<file path="src/rtl/mcodp_pkg.sv">
// Shared types and constants for the matrix chain order block.
// Holds the sequencer states, status codes and the control word that the
// sequencer hands to the arithmetic unit. No dependencies.
package mcodp_pkg;

	localparam int DIM_IN_BITS  = 12;
	localparam int COST_OUT_BITS = 48;
	localparam int IDX_OUT_BITS = 6;
	localparam int STATUS_BITS  = 2;

	localparam logic [STATUS_BITS-1:0] STAT_OK    = 2'd0;
	localparam logic [STATUS_BITS-1:0] STAT_OVF   = 2'd1;
	localparam logic [STATUS_BITS-1:0] STAT_SHORT = 2'd2;
	localparam logic [STATUS_BITS-1:0] STAT_SAT   = 2'd3;

	typedef enum logic [3:0] {
		ST_IDLE,
		ST_CELL,
		ST_CELL_A,
		ST_CELL_B,
		ST_K_RD,
		ST_K_MUL,
		ST_K_ACC,
		ST_WR,
		ST_DONE
	} st_t;

	typedef struct packed {
		logic dim_we;
		logic dim_re;
		logic ld_a;
		logic ld_pij;
		logic cost_re;
		logic mul_en;
		logic acc_en;
		logic first_k;
		logic cost_we;
	} step_ctl_t;

endpackage

</file>
<file path="src/rtl/mcodp_unit.sv">
// Arithmetic unit of the matrix chain order block: dimension store, cost
// table memory, one shared multiplier and one shared saturating adder.
// Depends on mcodp_pkg for the control word.
module mcodp_unit #(
	parameter int MAX_DIMS  = 8,
	parameter int DIM_BITS  = 12,
	parameter int COST_BITS = 48,
	parameter int IDX_BITS  = $clog2(MAX_DIMS)
) (
	input  logic                   clk,
	input  mcodp_pkg::step_ctl_t   ctl,
	input  logic [IDX_BITS-1:0]    dim_addr,
	input  logic [DIM_BITS-1:0]    dim_wdata,
	input  logic [IDX_BITS-1:0]    idx_i,
	input  logic [IDX_BITS-1:0]    idx_j,
	input  logic [IDX_BITS-1:0]    idx_k,
	output logic [COST_BITS-1:0]   best_cost,
	output logic [IDX_BITS-1:0]    best_split
);
	import mcodp_pkg::*;

	localparam int PIJ_BITS   = 2 * DIM_BITS;
	localparam int PROD_BITS  = 3 * DIM_BITS;
	localparam int SAT_BITS   = (PROD_BITS > COST_BITS) ? PROD_BITS : COST_BITS;
	localparam int COST_DEPTH = 1 << (2 * IDX_BITS);

	logic [DIM_BITS-1:0]  dim_mem [MAX_DIMS];
	logic [COST_BITS-1:0] cost_mem [COST_DEPTH];

	logic [DIM_BITS-1:0]  dim_rd_q;
	logic [DIM_BITS-1:0]  a_q;
	logic [PIJ_BITS-1:0]  pij_q;
	logic [PROD_BITS-1:0] prod_q;
	logic [COST_BITS-1:0] cl_q;
	logic [COST_BITS-1:0] cr_q;
	logic                 zl_q;
	logic                 zr_q;
	logic [COST_BITS-1:0] lr_q;
	logic [COST_BITS-1:0] best_q;
	logic [IDX_BITS-1:0]  bestk_q;

	logic [IDX_BITS-1:0]   kp1;
	logic [PIJ_BITS-1:0]   mul_op;
	logic [PROD_BITS-1:0]  mul_out;
	logic [SAT_BITS-1:0]   prod_w;
	logic [SAT_BITS-1:0]   cmax_w;
	logic [COST_BITS-1:0]  psat;
	logic [COST_BITS-1:0]  add_a;
	logic [COST_BITS-1:0]  add_b;
	logic [COST_BITS:0]    sum_w;
	logic [COST_BITS-1:0]  add_sat;
	logic                  take;

	assign kp1 = idx_k + IDX_BITS'(1);

	// The multiplier first forms rows(i) * cols(j) once per cell, then
	// multiplies that by the split dimension at each k.
	assign mul_op  = ctl.ld_pij ? PIJ_BITS'(a_q) : pij_q;
	assign mul_out = PROD_BITS'(mul_op) * PROD_BITS'(dim_rd_q);

	assign prod_w = SAT_BITS'(prod_q);
	assign cmax_w = SAT_BITS'({COST_BITS{1'b1}});
	assign psat   = (prod_w > cmax_w) ? {COST_BITS{1'b1}} : COST_BITS'(prod_w);

	// Diagonal entries of the cost table are zero and are never stored.
	always_comb begin
		if (ctl.acc_en) begin
			add_a = lr_q;
			add_b = psat;
		end else begin
			add_a = zl_q ? '0 : cl_q;
			add_b = zr_q ? '0 : cr_q;
		end
	end

	assign sum_w   = {1'b0, add_a} + {1'b0, add_b};
	assign add_sat = sum_w[COST_BITS] ? {COST_BITS{1'b1}} : sum_w[COST_BITS-1:0];
	assign take    = ctl.first_k || (add_sat < best_q);

	always_ff @(posedge clk) begin
		if (ctl.dim_we) begin
			dim_mem[dim_addr] <= dim_wdata;
		end
		if (ctl.dim_re) begin
			dim_rd_q <= dim_mem[dim_addr];
		end
	end

	always_ff @(posedge clk) begin
		if (ctl.cost_we) begin
			cost_mem[{idx_i, idx_j}] <= best_q;
		end
		if (ctl.cost_re) begin
			cl_q <= cost_mem[{idx_i, idx_k}];
			cr_q <= cost_mem[{kp1, idx_j}];
			zl_q <= (idx_k == idx_i);
			zr_q <= (kp1 == idx_j);
		end
	end

	always_ff @(posedge clk) begin
		if (ctl.ld_a) begin
			a_q <= dim_rd_q;
		end
		if (ctl.ld_pij) begin
			pij_q <= PIJ_BITS'(mul_out);
		end
		if (ctl.mul_en) begin
			prod_q <= mul_out;
			lr_q   <= add_sat;
		end
		if (ctl.acc_en && take) begin
			best_q  <= add_sat;
			bestk_q <= idx_k;
		end
	end

	assign best_cost  = best_q;
	assign best_split = bestk_q;

endmodule

</file>
<file path="config.mk">
export PLATFORM = sky130hd
export DESIGN_NAME = mcodp_unit
export DESIGN_NICKNAME = d
export VERILOG_FILES = /design/src/rtl/mcodp_pkg.sv /design/src/rtl/mcodp_unit.sv
export SDC_FILE = /design/constraint.sdc
export NUM_CORES = 2
export LEC_CHECK = 0
export BUFFER_PORTS_ARGS = -buffer_cell sky130_fd_sc_hd__buf_2
export CORE_AREA = 2 2 646 648
export DETAILED_ROUTE_END_ITERATION = 10
export DIE_AREA = 0 0 648 650
export PLACE_DENSITY_LB_ADDON = 0.2
export RECOVER_POWER = 100
export SYNTH_ARGS = -nofsm -noshare
export SYNTH_HDL_FRONTEND = slang
export SYNTH_SLANG_ARGS = --single-unit
</file>
<file path="constraint.sdc">
create_clock -name clk -period 13.2 [get_ports clk]
set_input_delay 0.66 -clock clk [delete_from_list [all_inputs] [get_ports clk]]
set_output_delay 0.66 -clock clk [all_outputs]
set_load 0.01 [all_outputs]
</file>
# After elaboration in Yosys (flattened, before gate mapping)
# Memories as Yosys holds them, arrays and structs flattened. A register that Yosys moved wholly into a read port is not among the register bits.
# Index checks and enable logic that the tools add are counted.
[op_classes] n_reduce_logical=2 add_sub_neg=2 n_mux=11 mul=1 order_cmp=2 n_eq_ne=2
[op_table] operator="$mux 48" n=6
[op_table] operator="$add 48x48->49" n=1
[op_table] operator="$gt 36x48->1 const B" n=1
[op_table] operator="$lt 48x48->1" n=1
[op_table] operator="$mul 24x12->36" n=1
[op_table] operator="$mux 24" n=1
[op_table] operator="$eq 3x3->1" n=2
[op_table] operator="$mux 1" n=4
[op_table] operator="$add 3x1->3 const B" n=1
[op_table] operator="$logic_and 1x1->1" n=1
[op_table] operator="$logic_or 1x1->1" n=1
[totals] register_bits=173 wordCells=30 output_inout_bits=51 in_bits=34 mem_bits_rw=3168 memories=2
[mem_list] memory="cost_mem" depth=64 width=48 rd=2 rd_ports_with_merged_regs=2 wr=1 line_no="mcodp_unit.sv:28" source="logic [COST_BITS-1:0] cost_mem [COST_DEPTH];"
[mem_list] memory="dim_mem" depth=8 width=12 rd=1 rd_ports_with_merged_regs=1 wr=1 line_no="mcodp_unit.sv:27" source="logic [DIM_BITS-1:0] dim_mem [MAX_DIMS];"

# Longest topological paths before layout
[depth] ltp_word=8 mapped_depth=28 depth_no_buf=25

# Worst setup path after synthesis
# Ideal clock, no wire load.
[synth_path] kind="input-to-reg" startpoint="input port ctl[2] (netlist name)" endpoint="register best_q[0], in the netlist best_cost[0] (enable)" cell_stages=27 required_time_ps=12740 arrival_ps=7877 setup_time_ps=460 path_buffers=5 path_slack_ps=4862 path_cell_list="clkbuf_1 -> clkbuf_1 -> buf_1 -> a22o_1 -> ha_1 -> fa_1 -> a211oi_2 -> o21ai_1 -> a32o_1 -> a311o_1 -> a31oi_1 -> o31ai_2 -> a21bo_2 -> a21boi_4 -> buf_6 -> buf_4 -> nand2_1 -> ha_1 -> nor2b_1 -> o21ai_0 -> nand2b_1 -> a21oi_1 -> nor2_1 -> a2111oi_0 -> o32ai_1 -> or3_1 -> nor2_1"
[synth_via] elab_chain_cells=6 word_cells_on_any_way=7 cone_classes="1 x add/sub; 1 x order compare; 3 x mux; 2 x reduce/logical"
[synth_rtl] item="from (decl)" line_no="mcodp_unit.sv:11" source="input mcodp_pkg::step_ctl_t ctl,"
[synth_rtl] item="$mux 48" line_no="mcodp_unit.sv:67" source="if (ctl.acc_en) begin"
[synth_rtl] item="$add 48x48->49 *" line_no="mcodp_unit.sv:76" source="assign sum_w = {1'b0, add_a} + {1'b0, add_b};"
[synth_rtl] item="$mux 48 *" line_no="mcodp_unit.sv:77" source="assign add_sat = sum_w[COST_BITS] ? {COST_BITS{1'b1}} : sum_w[COST_BITS-1:0];"
[synth_rtl] item="named net add_sat[26]" line_no="mcodp_unit.sv:51" source="logic [COST_BITS-1:0] add_sat;"
[synth_rtl] item="$lt 48x48->1 *" line_no="mcodp_unit.sv:78" source="assign take = ctl.first_k || (add_sat < best_q);"
[synth_rtl] item="$logic_or 1x1->1 *" line_no="mcodp_unit.sv:78"
[synth_rtl] item="$logic_and 1x1->1 *" line_no="mcodp_unit.sv:112" source="if (ctl.acc_en && take) begin"
[synth_rtl] item="to (signal assigned)" line_no="mcodp_unit.sv:113" source="best_q <= add_sat;"
[synth_rtl] item="to (decl)" line_no="mcodp_unit.sv:39" source="logic [COST_BITS-1:0] best_q;"
# Mark *: on every way through the listed nets, which the timed path passes. The rest lies on a longest branch.
# A chain may end at the register's enable or synchronous reset.

# Worst setup path in the final report
[layout_path] startpoint="input port idx_j[2]" endpoint="memory cost_mem[36][41] (enable)"
[layout_rtl] item="from (decl)" line_no="mcodp_unit.sv:15" source="input logic [IDX_BITS-1:0] idx_j,"
[layout_rtl] item="to (decl)" line_no="mcodp_unit.sv:28"
# Straight into the memory's write port.

==> results.json <==
{
  "status": "complete, but fails checks",
  "violations": "max-capacitance violations, max-slew violations",
  "r2r_start": "zr_q",
  "period_needed_ns": 11.83,
  "yosys.area.top_type": "edfxtp_1",
  "fin_util_pct": 44.5,
  "grt_pass1_vias": 109000,
  "viasPerCell": 6.87,
  "ir_worst_vdd_mv": 0.735,
  "grt_pass1_wl_mm": 917,
  "netlist_area_sq_mm": 0.165,
  "yosysSeqAreaShare_pct": 62.7,
  "synthCells": 10300,
  "wire_per_inst_microns": 41.7,
  "drtAntennaViolNets": 0,
  "synth_ff_type": "edfxtp_1",
  "critPathKind": "in2reg",
  "cts-buffers-inserted": 377,
  "hold_class": "in2reg",
  "firstDrtPassIters": 6,
  "relSlewSlack_pct": -284,
  "clockBufferDepth": 4,
  "finalCritPeriodShare_pct": 89.6,
  "portBuffers": 84,
  "synth_edf_count": 3449,
  "crit_path_start_kind": "input port",
  "finalSetupTns_ns": 0,
  "overflow": 0,
  "crit_arrival_ns": 12.36,
  "setup_viol": 0,
  "grt_usage_pct": 31.5,
  "initial_core_util_pct": 39.8,
  "rows": 237,
  "gp_congestion": 0.916,
  "ys_async_sr_fraction_pct": 0,
  "wirelength_mm": 676,
  "coreArea_sq_mm": 0.415,
  "final_nets": 10800,
  "clock_latency_ns": 1.01,
  "slew_viol_final": 6896,
  "worstHoldStart": "ctl[8]",
  "ys_warn_count": 0,
  "critPathRequiredTime_ns": 13.73,
  "power.leakage_nw": 59.8,
  "synthDominantCellAreaShare_pct": 62.7,
  "drtIter0Drc": 18400,
  "clk_pin_slew_ns": 0.06,
  "cts_tree": "done",
  "die-area_sq_mm": 0.421,
  "cp-startpoint": "idx_j[2]",
  "tightest_slew_ns": 5.76,
  "syn2layout_area_growth_pct": 11.7,
  "grt_setup_unrepaired": "false",
  "via_count": 111000,
  "p_total_mw": 37.0,
  "die_h_microns": 650,
  "antenna_found_initial": 58,
  "synth_cell_types": 69,
  "clock.fmax_mhz": 84.6,
  "power.density_mw_per_mm2": 201,
  "die_x_microns": 648,
  "max_cap_violations": 209,
  "dp_hpwl_mm": 379,
  "drive_gt1_share_pct": 18.5,
  "end_kind": "flip-flop",
  "synth_nets": 10700,
  "io_pins": 85,
  "ys_ff_latch": 3449,
  "yosys-top-cells-area": "edfxtp_1 63%, mux4_2 13%, fa_1 2.7%, a22oi_1 2.5%, mux2i_1 2.0%",
  "h-tree-depth": 5,
  "drc": 0,
  "hold_viol": 0,
  "finClkSkew_ns": 0.0892,
  "avgSynthCellArea_sq_um": 16.0,
  "worst-path-max-fanout": 46,
  "grt_max_degree": 123,
  "clk_root_buffer_cell": "clkbuf_16",
  "cts.sinks": 3449
}
==> cell usage in the layout, fill, tap and decap left out, types with 42 or more instances in the layout <==
master,n
nand4_1,117
a221oi_1,205
fa_1,221
inv_1,305
buf_4,168
a22o_1,227
clkbuf_1,336
a21o_1,42
edfxtp_1,3449
clkinv_1,85
a31oi_1,63
mux4_2,974
a22oi_1,541
mux2_2,202
and2_1,96
a211oi_1,50
o22ai_1,64
clkinv_2,62
nand3_1,192
a21oi_1,466
mux2i_1,338
diode_2,45
nor3_1,59
nor2_1,218
nand2_1,745
o21ai_0,326
a311oi_1,42
xnor2_1,48
ha_1,169
clkbuf_16,382
==> report_power, final <==
part | total (mW) | internal (mW) | switching (mW)
logic | 11.6 | 3.68 | 7.91
clock network | 10.6 | 5.97 | 4.62
registers | 14.8 | 14.5 | 0.330
total | 37.0 | 24.1 | 12.9
==> Yosys cell counts (all sizes together) (227+ instances only) <==
cell type  instances
o21ai            329
mux2i            338
nand2            745
a22oi            541
clkbuf           481
buf              310
edfxtp          3449
a22o             227
a21oi            466
nor2             260
mux4             974
inv              305
==> state kept, by name, indices dropped and copies added, names as in the netlist <==
name	cells
cost_mem	3072
dim_mem	96
best_cost	48
cl_q	48
cr_q	48
lr_q	48
prod_q	36
pij_q	24
a_q	12
dim_rd_q	12
best_split	3
zl_q	1
zr_q	1
==> path summary, 6_finish.rpt <==
kind | end | slack [ns] | cells after the start
worst max-delay path | cost_mem[36][41] | 1.37 | 7
worst min-delay path | dim_mem[1][11] | 0.30 | 3
worst max register to register | best_cost[33] | 2.72 | 26
worst min register to register | dim_rd_q[2] | 0.78 | 2
==> logic make-up (layout without fill, tap and decap cells) <==
family,after synthesis,after routing,share of synthesized area (%)
simple gates,1586,1586,4.31
flops,3449,3449,62.7
compound gates,2187,2187,9.13
other cells,0,45,0
mux,1523,1523,16.8
buf+inv,1096,1476,2.66
fa+ha+maj,391,391,3.97
xor+xnor,76,76,0.403
==> critical path: stages <==
cell,delay (ns)
clkbuf_1,3.19
nand2b_1,0.94
nor2_1,0.72
nand2_1,0.45
nor2_1,1.41
clkbuf_1,2.26
clkbuf_1,2.43
==> routing by layer <==
| metal | part of all wire, % | track usage [%] |
|---|---|---|
| met4 | 6.6 | 16.9 |
| met3 | 13 | 7.94 |
| met1 | 37 | 42.8 |
| met2 | 43 | 46.6 |
| met5 | 0.035 | 0 |
==> layout make-up <==
class	instances	area, sq um
multi-input cells	5763	57500
inverters	305	1140
flip-flops and latches	3449	104000
well taps	5497	6880
repair buffers	491	3070
diodes	45	113
clock inverters	233	2350
fillers	36100	230000
clock buffers	447	9800
==> through the flow <==
step,worst slack (ns),std cells,hold WS [ns],instance area (sq um)
floorplan,4.86,10300,0.503,165000
global placement,3.94,15500,0.760,173000
detailed placement,3.90,15500,0.765,173000
CTS,4.48,16200,0.106,185000
global route,2.06,16200,0.325,184000
finish,1.37,16200,0.301,184000
==> repair_timing <==
item	CTS	global route
hold buffers	12	0
resized for setup	0	0
hold endpoints to repair	96	0
setup buffers	0	0
Note: power is estimated with default switching activity, not from simulation.
