`src/rtl/mcodp_pkg.sv`:
```
// Shared types and constants for the matrix chain order block.
// Holds the sequencer states, status codes and the control word that the
// sequencer hands to the arithmetic unit. No dependencies.
package mcodp_pkg;

	localparam int DIM_IN_BITS  = 12;
	localparam int COST_OUT_BITS = 48;
	localparam int IDX_OUT_BITS = 6;
	localparam int STATUS_BITS  = 2;

	localparam logic [STATUS_BITS-1:0] STAT_OK    = 2'd0;
	localparam logic [STATUS_BITS-1:0] STAT_OVF   = 2'd1;
	localparam logic [STATUS_BITS-1:0] STAT_SHORT = 2'd2;
	localparam logic [STATUS_BITS-1:0] STAT_SAT   = 2'd3;

	typedef enum logic [3:0] {
		ST_IDLE,
		ST_CELL,
		ST_CELL_A,
		ST_CELL_B,
		ST_K_RD,
		ST_K_MUL,
		ST_K_ACC,
		ST_WR,
		ST_DONE
	} st_t;

	typedef struct packed {
		logic dim_we;
		logic dim_re;
		logic ld_a;
		logic ld_pij;
		logic cost_re;
		logic mul_en;
		logic acc_en;
		logic first_k;
		logic cost_we;
	} step_ctl_t;

endpackage

```
`src/rtl/mcodp_ctrl.sv`:
```
// Sequencer of the matrix chain order block: input handshake, dimension
// count, interval and split counters, and the result register.
// Depends on mcodp_pkg for states, status codes and the control word.
module mcodp_ctrl #(
	parameter int MAX_DIMS  = 8,
	parameter int DIM_BITS  = 12,
	parameter int COST_BITS = 48,
	parameter int IDX_BITS  = $clog2(MAX_DIMS)
) (
	input  logic                               clk,
	input  logic                               arst_n,
	input  logic                               dim_valid,
	output logic                               dim_stall,
	input  logic [mcodp_pkg::DIM_IN_BITS-1:0]  dimension,
	input  logic                               last,
	output logic                               res_valid,
	input  logic                               res_stall,
	output logic [mcodp_pkg::COST_OUT_BITS-1:0] min_cost,
	output logic [mcodp_pkg::IDX_OUT_BITS-1:0] root_split,
	output logic [mcodp_pkg::IDX_OUT_BITS-1:0] matrix_count,
	output logic [mcodp_pkg::STATUS_BITS-1:0]  status,
	output mcodp_pkg::step_ctl_t               ctl,
	output logic [IDX_BITS-1:0]                dim_addr,
	output logic [DIM_BITS-1:0]                dim_wdata,
	output logic [IDX_BITS-1:0]                idx_i,
	output logic [IDX_BITS-1:0]                idx_j,
	output logic [IDX_BITS-1:0]                idx_k,
	input  logic [COST_BITS-1:0]               best_cost,
	input  logic [IDX_BITS-1:0]                best_split
);
	import mcodp_pkg::*;

	localparam int CNT_BITS = $clog2(MAX_DIMS + 1);

	st_t                 state_q;
	st_t                 state_d;
	logic [CNT_BITS-1:0] count_q;
	logic                ovf_q;
	logic [IDX_BITS-1:0] n_q;
	logic [IDX_BITS-1:0] i_q;
	logic [IDX_BITS-1:0] j_q;
	logic [IDX_BITS-1:0] k_q;
	logic                res_valid_q;
	logic [COST_OUT_BITS-1:0] min_cost_q;
	logic [IDX_OUT_BITS-1:0]  root_split_q;
	logic [IDX_OUT_BITS-1:0]  matrix_count_q;
	logic [STATUS_BITS-1:0]   status_q;

	logic                out_free;
	logic                in_acc;
	logic                full;
	logic [CNT_BITS-1:0] cnt_new;
	logic                ovf_new;
	logic                cell_last;
	logic                k_end;
	logic                run;

	assign out_free  = !res_valid_q || !res_stall;
	assign dim_stall = (state_q != ST_IDLE) || (last && !out_free);
	assign in_acc    = dim_valid && !dim_stall;
	assign full      = (count_q == CNT_BITS'(MAX_DIMS));
	assign cnt_new   = full ? count_q : count_q + CNT_BITS'(1);
	assign ovf_new   = ovf_q || full;
	assign run       = !ovf_new && (cnt_new > CNT_BITS'(2));
	assign cell_last = (i_q == IDX_BITS'(1)) && (j_q == n_q);
	assign k_end     = ((k_q + IDX_BITS'(1)) == j_q);

	assign dim_wdata = DIM_BITS'(dimension);
	assign idx_i     = i_q;
	assign idx_j     = j_q;
	assign idx_k     = k_q;

	always_ff @(posedge clk or negedge arst_n) begin
		if (!arst_n) begin
			state_q <= ST_IDLE;
		end else begin
			state_q <= state_d;
		end
	end

	always_comb begin
		state_d  = state_q;
		ctl      = '0;
		dim_addr = count_q[IDX_BITS-1:0];
		case (state_q)
			ST_IDLE: begin
				ctl.dim_we = in_acc && !full;
				if (in_acc && last && run) begin
					state_d = ST_CELL;
				end
			end
			ST_CELL: begin
				ctl.dim_re = 1'b1;
				dim_addr   = i_q - IDX_BITS'(1);
				state_d    = ST_CELL_A;
			end
			ST_CELL_A: begin
				ctl.ld_a   = 1'b1;
				ctl.dim_re = 1'b1;
				dim_addr   = j_q;
				state_d    = ST_CELL_B;
			end
			ST_CELL_B: begin
				ctl.ld_pij = 1'b1;
				state_d    = ST_K_RD;
			end
			ST_K_RD: begin
				ctl.dim_re  = 1'b1;
				ctl.cost_re = 1'b1;
				dim_addr    = k_q;
				state_d     = ST_K_MUL;
			end
			ST_K_MUL: begin
				ctl.mul_en = 1'b1;
				state_d    = ST_K_ACC;
			end
			ST_K_ACC: begin
				ctl.acc_en  = 1'b1;
				ctl.first_k = (k_q == i_q);
				state_d     = k_end ? ST_WR : ST_K_RD;
			end
			ST_WR: begin
				ctl.cost_we = 1'b1;
				state_d     = cell_last ? ST_DONE : ST_CELL;
			end
			ST_DONE: begin
				if (out_free) begin
					state_d = ST_IDLE;
				end
			end
			default: begin
				state_d = ST_IDLE;
			end
		endcase
	end

	// Cells run by increasing chain length; within a length, i walks right.
	always_ff @(posedge clk or negedge arst_n) begin
		if (!arst_n) begin
			count_q <= '0;
			ovf_q   <= 1'b0;
			n_q     <= '0;
			i_q     <= '0;
			j_q     <= '0;
			k_q     <= '0;
		end else begin
			if (state_q == ST_IDLE && in_acc) begin
				if (last) begin
					count_q <= '0;
					ovf_q   <= 1'b0;
					if (run) begin
						n_q <= IDX_BITS'(cnt_new - CNT_BITS'(1));
						i_q <= IDX_BITS'(1);
						j_q <= IDX_BITS'(2);
						k_q <= IDX_BITS'(1);
					end
				end else begin
					count_q <= cnt_new;
					ovf_q   <= ovf_new;
				end
			end
			if (state_q == ST_K_ACC && !k_end) begin
				k_q <= k_q + IDX_BITS'(1);
			end
			if (state_q == ST_WR && !cell_last) begin
				if (j_q == n_q) begin
					i_q <= IDX_BITS'(1);
					j_q <= j_q - i_q + IDX_BITS'(2);
					k_q <= IDX_BITS'(1);
				end else begin
					i_q <= i_q + IDX_BITS'(1);
					j_q <= j_q + IDX_BITS'(1);
					k_q <= i_q + IDX_BITS'(1);
				end
			end
		end
	end

	always_ff @(posedge clk or negedge arst_n) begin
		if (!arst_n) begin
			res_valid_q <= 1'b0;
		end else begin
			if (res_valid_q && !res_stall) begin
				res_valid_q <= 1'b0;
			end
			if ((state_q == ST_IDLE && in_acc && last && !run) ||
			    (state_q == ST_DONE && out_free)) begin
				res_valid_q <= 1'b1;
			end
		end
	end

	always_ff @(posedge clk) begin
		if (state_q == ST_IDLE && in_acc && last && !run) begin
			min_cost_q   <= '0;
			root_split_q <= '0;
			if (ovf_new) begin
				matrix_count_q <= '0;
				status_q       <= STAT_OVF;
			end else if (cnt_new < CNT_BITS'(2)) begin
				matrix_count_q <= '0;
				status_q       <= STAT_SHORT;
			end else begin
				// A single matrix costs nothing and has no split.
				matrix_count_q <= IDX_OUT_BITS'(1);
				status_q       <= STAT_OK;
			end
		end
		if (state_q == ST_DONE && out_free) begin
			min_cost_q     <= COST_OUT_BITS'(best_cost);
			root_split_q   <= IDX_OUT_BITS'(best_split);
			matrix_count_q <= IDX_OUT_BITS'(n_q);
			status_q       <= (best_cost == {COST_BITS{1'b1}}) ? STAT_SAT : STAT_OK;
		end
	end

	assign res_valid    = res_valid_q;
	assign min_cost     = min_cost_q;
	assign root_split   = root_split_q;
	assign matrix_count = matrix_count_q;
	assign status       = status_q;

endmodule

```
`config.mk`:
```
export PLATFORM = sky130hd
export DESIGN_NAME = mcodp_ctrl
export DESIGN_NICKNAME = d
export VERILOG_FILES = /design/src/rtl/mcodp_pkg.sv /design/src/rtl/mcodp_ctrl.sv
export SDC_FILE = /design/constraint.sdc
export NUM_CORES = 1
export LEC_CHECK = 0
export BUFFER_PORTS_ARGS = -buffer_cell sky130_fd_sc_hd__buf_4
export CORE_UTILIZATION = 30
export CTS_CLUSTER_DIAMETER = 120
export DETAILED_ROUTE_END_ITERATION = 10
export SKIP_LAST_GASP = 1
export SLEW_MARGIN = 20
export SYNTH_ARGS = -nofsm -noshare
export SYNTH_HDL_FRONTEND = slang
export SYNTH_SLANG_ARGS = --single-unit
```
`constraint.sdc`:
```
create_clock -name clk -period 6.2 [get_ports clk]
set_input_delay 1.24 -clock clk [delete_from_list [all_inputs] [get_ports clk]]
set_output_delay 1.24 -clock clk [all_outputs]
set_load 0.03 [all_outputs]
```
# Word level (Yosys, flattened, before mapping)

Index checks and enable logic that the tools add are counted.

$add $sub $neg: 8
Order comparisons: 2
Equal/unequal tests: 16
Mux-type cells: 44
Reductions and logical operators: 42

Operators by type and width:

| cell                                                          | number |
|---|---|
| 2-to-1 mux 48 bit                                             | 2 |
| == test 48 bit, second input constant                         | 1 |
| 2-to-1 mux 3 bit                                              | 16 |
| case mux 4 bit (9 select lines)                               | 1 |
| 2-to-1 mux 4 bit                                              | 5 |
| == test 4 x 3 -> 1 bit, second input constant                 | 4 |
| logical AND 1 bit                                             | 14 |
| 2-to-1 mux 2 bit                                              | 7 |
| 2-to-1 mux 1 bit                                              | 12 |
| nonzero test 2 bit                                            | 5 |
| adder 3 x 1 -> 3 bit, second input constant                   | 3 |
| == test 3 bit                                                 | 3 |
| zero test 1 bit                                               | 9 |
| case mux 3 bit (3 select lines)                               | 1 |
| AND reduction 3 bit                                           | 3 |
| nonzero test 3 bit                                            | 3 |
| == test 4 x 2 -> 1 bit, second input constant                 | 2 |
| == test 4 bit, second input constant                          | 2 |
| subtractor 3 x 1 -> 3 bit, second input constant              | 2 |
| adder 4 x 1 -> 4 bit, second input constant                   | 1 |
| == test 4 x 1 -> 1 bit, second input constant                 | 1 |
| greater-than comparator 4 x 2 -> 1 bit, second input constant | 1 |
| zero test 4 bit                                               | 1 |
| logical OR 1 bit                                              | 4 |
| other kinds (8)                                               | 9 |

Flip-flop bits (word level): 78
Input bits: 68
Output and inout bits: 97
Word-level logic and storage cells: 124

# Longest topological paths before layout

Depth after elaboration: 12
Gate-level depth with buffers: 11
Mapped depth without buffers: 10

# Worst setup path after synthesis

Ideal clock, no wire load.

Kind: input to register
Start point: in dim_valid
End point: reg matrix_count_q[0], in the netlist matrix_count[0] (enable)
Library setup time: 0.482 ns
Arrival time: 4.488 ns
Data required time: 5.718 ns
Path slack: 1.229 ns
Stages on the path: 4
Buffers on the path: 0
Cell sequence: inv_1 a311oi_4 nand2_1 o21bai_1

Cells in the longest elaborated chain, start to end: 5

RTL lines:

| item                           | RTL line          | source |
|---|---|---|
| from (decl)                    | mcodp_ctrl.sv:12  | `input logic dim_valid,` |
| logical AND 1 bit              | mcodp_ctrl.sv:60  | `assign in_acc = dim_valid && !dim_stall;` |
| logical AND 1 bit (3 in a row) | mcodp_ctrl.sv:194 | `if (state_q == ST_IDLE && in_acc && last && !run) begin` |
| nonzero test 2 bit (no line)   | -                 |  |
| to (signal assigned)           | mcodp_ctrl.sv:212 | `matrix_count_q <= IDX_OUT_BITS'(n_q);` |
| to (decl)                      | mcodp_ctrl.sv:46  | `logic [IDX_OUT_BITS-1:0] matrix_count_q;` |

No other way between the ends.
A chain may end at the register's enable or synchronous reset.

==> impl_metrics.env <==
export IMPL_hold_depth=1
export IMPL_fin_cells=641
export IMPL_met3_usage_pct=3.71
export IMPL_timing_rr_end="min_cost[2]"
export IMPL_drc_errors=0
export IMPL_status="completed"
export IMPL_tns_ns=0
export IMPL_ys_flop_type="edfxtp_1"
export IMPL_power_density_nw_per_um2=446
export IMPL_hold_path_class="reg2reg"
export IMPL_grt_pass1_wl_um=14600
export IMPL_end_kind="output pin"
export IMPL_dp_cells=624
export IMPL_routed_wl_um=9720
export IMPL_area_delta_synth_final_pct=36.0
export IMPL_syn_inst=346
export IMPL_r2r_cells=5
export IMPL_r2r_slack_ns=3.31
export IMPL_finalSetupViolCount=0
export IMPL_diodes=0
export IMPL_cp_max_fo=13
export IMPL_required_ns=4.96
export IMPL_startpoint_type="register"
export IMPL_power_internal_w=0.00147
export IMPL_clock_latency_ns=0.34
export IMPL_overflow=0
export IMPL_arrival_ns=2.28
export IMPL_p_sw_share_pct=39.2
export IMPL_max_freq_mhz=284
export IMPL_die_y_um=117
export IMPL_relSlewSlack_pct=52.3
export IMPL_core_um2=12800
export IMPL_rsz0062_at_grt="no"
export IMPL_cts_resized=0
export IMPL_drv_slew=0
export IMPL_sequentialPowerShare_pct=33.4
export IMPL_p_clk_share_pct=25.3
export IMPL_crit_type="reg2out"
export IMPL_yosys_warnings=0
export IMPL_final_antenna_net_count=0
export IMPL_skew_ns=0.00453
export IMPL_nFillCells=1213
export IMPL_cts_hold_buf=0
export IMPL_antenna_found_initial=0
export IMPL_viasPerCell=4.70
export IMPL_io_buffers=134
export IMPL_fin_nets=544
export IMPL_ir_worst_vdd_v=0.000315
export IMPL_finalWeightedCongestion=0.874
export IMPL_seq_area_frac_synth_pct=56.0
export IMPL_async_reset_ff_share_pct=28.2
export IMPL_max_clock_path_buffers=2
export IMPL_die_area_um2=13800
export IMPL_synth_cell_type_count=51
export IMPL_layout_min_cycle_time_ns=3.52
export IMPL_seqCellArea_um2=2230
export IMPL_final_hold_violation_count=0
export IMPL_grt_pass1_vias=2919
export IMPL_leakagePower_nw=2.30
export IMPL_cts_tree="built"
export IMPL_power_switching_w=0.000950
export IMPL_drt_pass1_iter_count=4
export IMPL_post_route_period_util_pct=56.7
export IMPL_synth_edf_count=56
export IMPL_cts_sinks=78
export IMPL_ioPinCount=165
export IMPL_tightestPinTransition_ns=0.715
export IMPL_routed_wire_length_per_instance_um=15.2
export IMPL_met2_usage_pct=23.8
export IMPL_syn_area_um2=3990
export IMPL_drive_gt1_share_pct=34.5
export IMPL_maxCapViolations=0
export IMPL_dp_hpwl_um=7240
export IMPL_initial_utilization_pct=31.2
export IMPL_die_w_um=117
export IMPL_synth_ff_latch_count=78
export IMPL_multi_input_area_um2=1530
export IMPL_min_delay_start="n_q[0]"
export IMPL_vias=3012
export IMPL_rows=41
export IMPL_cts_inserted_buffers=9
export IMPL_r2r_start="state_q[3]"
export IMPL_grt_usage_pct=14.4
export IMPL_grt_max_degree=59
export IMPL_syn_avg_cell_area_um2=11.5
export IMPL_hold_slack_ns=0.560
export IMPL_grt_busiest_layer="met2"
export IMPL_whs_endpoint="n_q[0]"
export IMPL_postCtsSetupBuffers=0
export IMPL_cts_reportedPaths_clkPinSlew_ns=0.06
export IMPL_first_iter_violations=174
export IMPL_htree_levels=3
export IMPL_grt_use_met1_pct=17.5
export IMPL_power_share_combinational_pct=41.3
export IMPL_root_buffer="clkbuf_16"
cell usage in the layout, fill, tap and decap left out, types with 4 or more instances in the layout:
cell / n
edfxtp_1: 56
clkbuf_16: 9
nor2_1: 12
a31oi_1: 4
nand2b_1: 7
nand4_1: 12
and2_1: 54
xnor2_1: 12
nor4_1: 4
nand3_1: 5
dfrtp_1: 22
nand2_1: 20
inv_1: 15
o21ai_0: 15
ha_1: 12
nor3_1: 5
a22oi_1: 4
conb_1: 6
xor2_1: 6
buf_4: 135
nor2b_1: 4
a21oi_1: 6
cells by family (layout without fill, tap and decap cells):
| family | Yosys count | in the layout | synth area share [%] |
|---|---|---|---|
| muxes | 5 | 5 | 1.44 |
| xor gates and xnor gates | 18 | 18 | 3.95 |
| AOI/OAI and AO/OA | 52 | 52 | 9.54 |
| adders and majority gates | 12 | 12 | 3.77 |
| DFF | 78 | 78 | 56.0 |
| buffers and inverters | 49 | 167 | 6.65 |
| and+or+nand+nor | 131 | 131 | 18.5 |
| other | 1 | 6 | 0.0941 |
metal layers:
layer | up-vias | share of wire (%) | wire (um)
met2 | 147 | 45 | 4380
met1 | 1409 | 44 | 4300
met4 | 0 | 1.5 | 149
met3 | 14 | 9.2 | 891
li1 | 1442 | - | -
met5 | - | 0 | 0
Yosys cell counts (all sizes together), types with 2 or more instances:
library cell,instances,area share (%)
nand2b,7,1.1
a311oi,2,0.88
and2,54,8.5
o21ai,15,1.9
nand4,12,1.9
or4,3,0.66
nor2,12,1.1
ha,12,3.8
nor4,4,0.63
o211ai,2,0.38
a31oi,5,1.2
nor3,5,0.63
o32a,2,0.50
buf,23,4.2
xnor2,12,2.6
nor2b,4,0.63
dfrtp,22,14
xor2,6,1.3
mux2i,2,0.50
edfxtp,56,42
nand2,20,1.9
nand3,5,0.63
o31ai,3,0.56
a22oi,4,0.75
a21boi,2,0.38
a21oi,7,0.88
clkbuf,11,1.0
mux2,3,0.94
o31a,2,0.44
inv,15,1.4
state kept, by name (all words and copies together) (netlist names):
name and cells:
ovf_q 1, matrix_count 3, n_q 3, count_q 4
idx_i 3, res_valid 1, root_split 3, status 2
min_cost 48, state_q 4, idx_k 3, idx_j 3
critical path, stage by stage, from the launching register on:
cell and delay [ns]:
dfrtp_1 0.51, or4_4 0.61, a31o_2 0.24, or2_1 0.29
nor2_1 0.12, buf_4 0.17
power groups by stage:
stage               clock [W]  combinational [W]  sequential, W
floorplan                   0           0.000631       0.000871
global placement            0           0.000990       0.000813
detailed placement          0            0.00100       0.000819
CTS                  0.000628            0.00101       0.000808
global route         0.000642            0.00110       0.000827
finish               0.000612            0.00100       0.000807
how the worst max path moves through the flow:
stage / from / to / slack [ns] / cells after the start
after floorplan: dim_valid / matrix_count[0] / 1.23 / 4
after global placement: res_stall / min_cost[31] / 2.66 / 4
after detailed placement: res_stall / min_cost[31] / 2.62 / 4
after CTS: state_q[2] / ctl[8] / 2.67 / 5
after global routing: state_q[2] / ctl[8] / 2.57 / 5
final: state_q[2] / ctl[8] / 2.68 / 5
area by class of cell:
class                      instances  share of cell area [%]
tap                              172                    3.97
multi-input combinational        224                    28.2
timing repair buffer             136                    19.2
clock buffer                       9                    4.15
clock inverter                     7                    2.24
inverter                          15                    1.04
sequential                        78                    41.2
through the flow:
| step | util [%] | total power (W) | worst slack, ns | cell area, um2 |
|---|---|---|---|---|
| 2_1_floorplan | - | 0.00150 | 1.23 | 4010 |
| 3_5_place_dp | 39.5 | 0.00182 | 2.62 | 5050 |
| 3_3_place_gp | 39.5 | 0.00180 | 2.66 | 5050 |
| 5_1_grt | 42.4 | 0.00257 | 2.57 | 5420 |
| 4_1_cts | 42.2 | 0.00244 | 2.67 | 5390 |
| 6_report | 42.4 | 0.00242 | 2.68 | 5420 |
(Power assumes the default switching activity.)
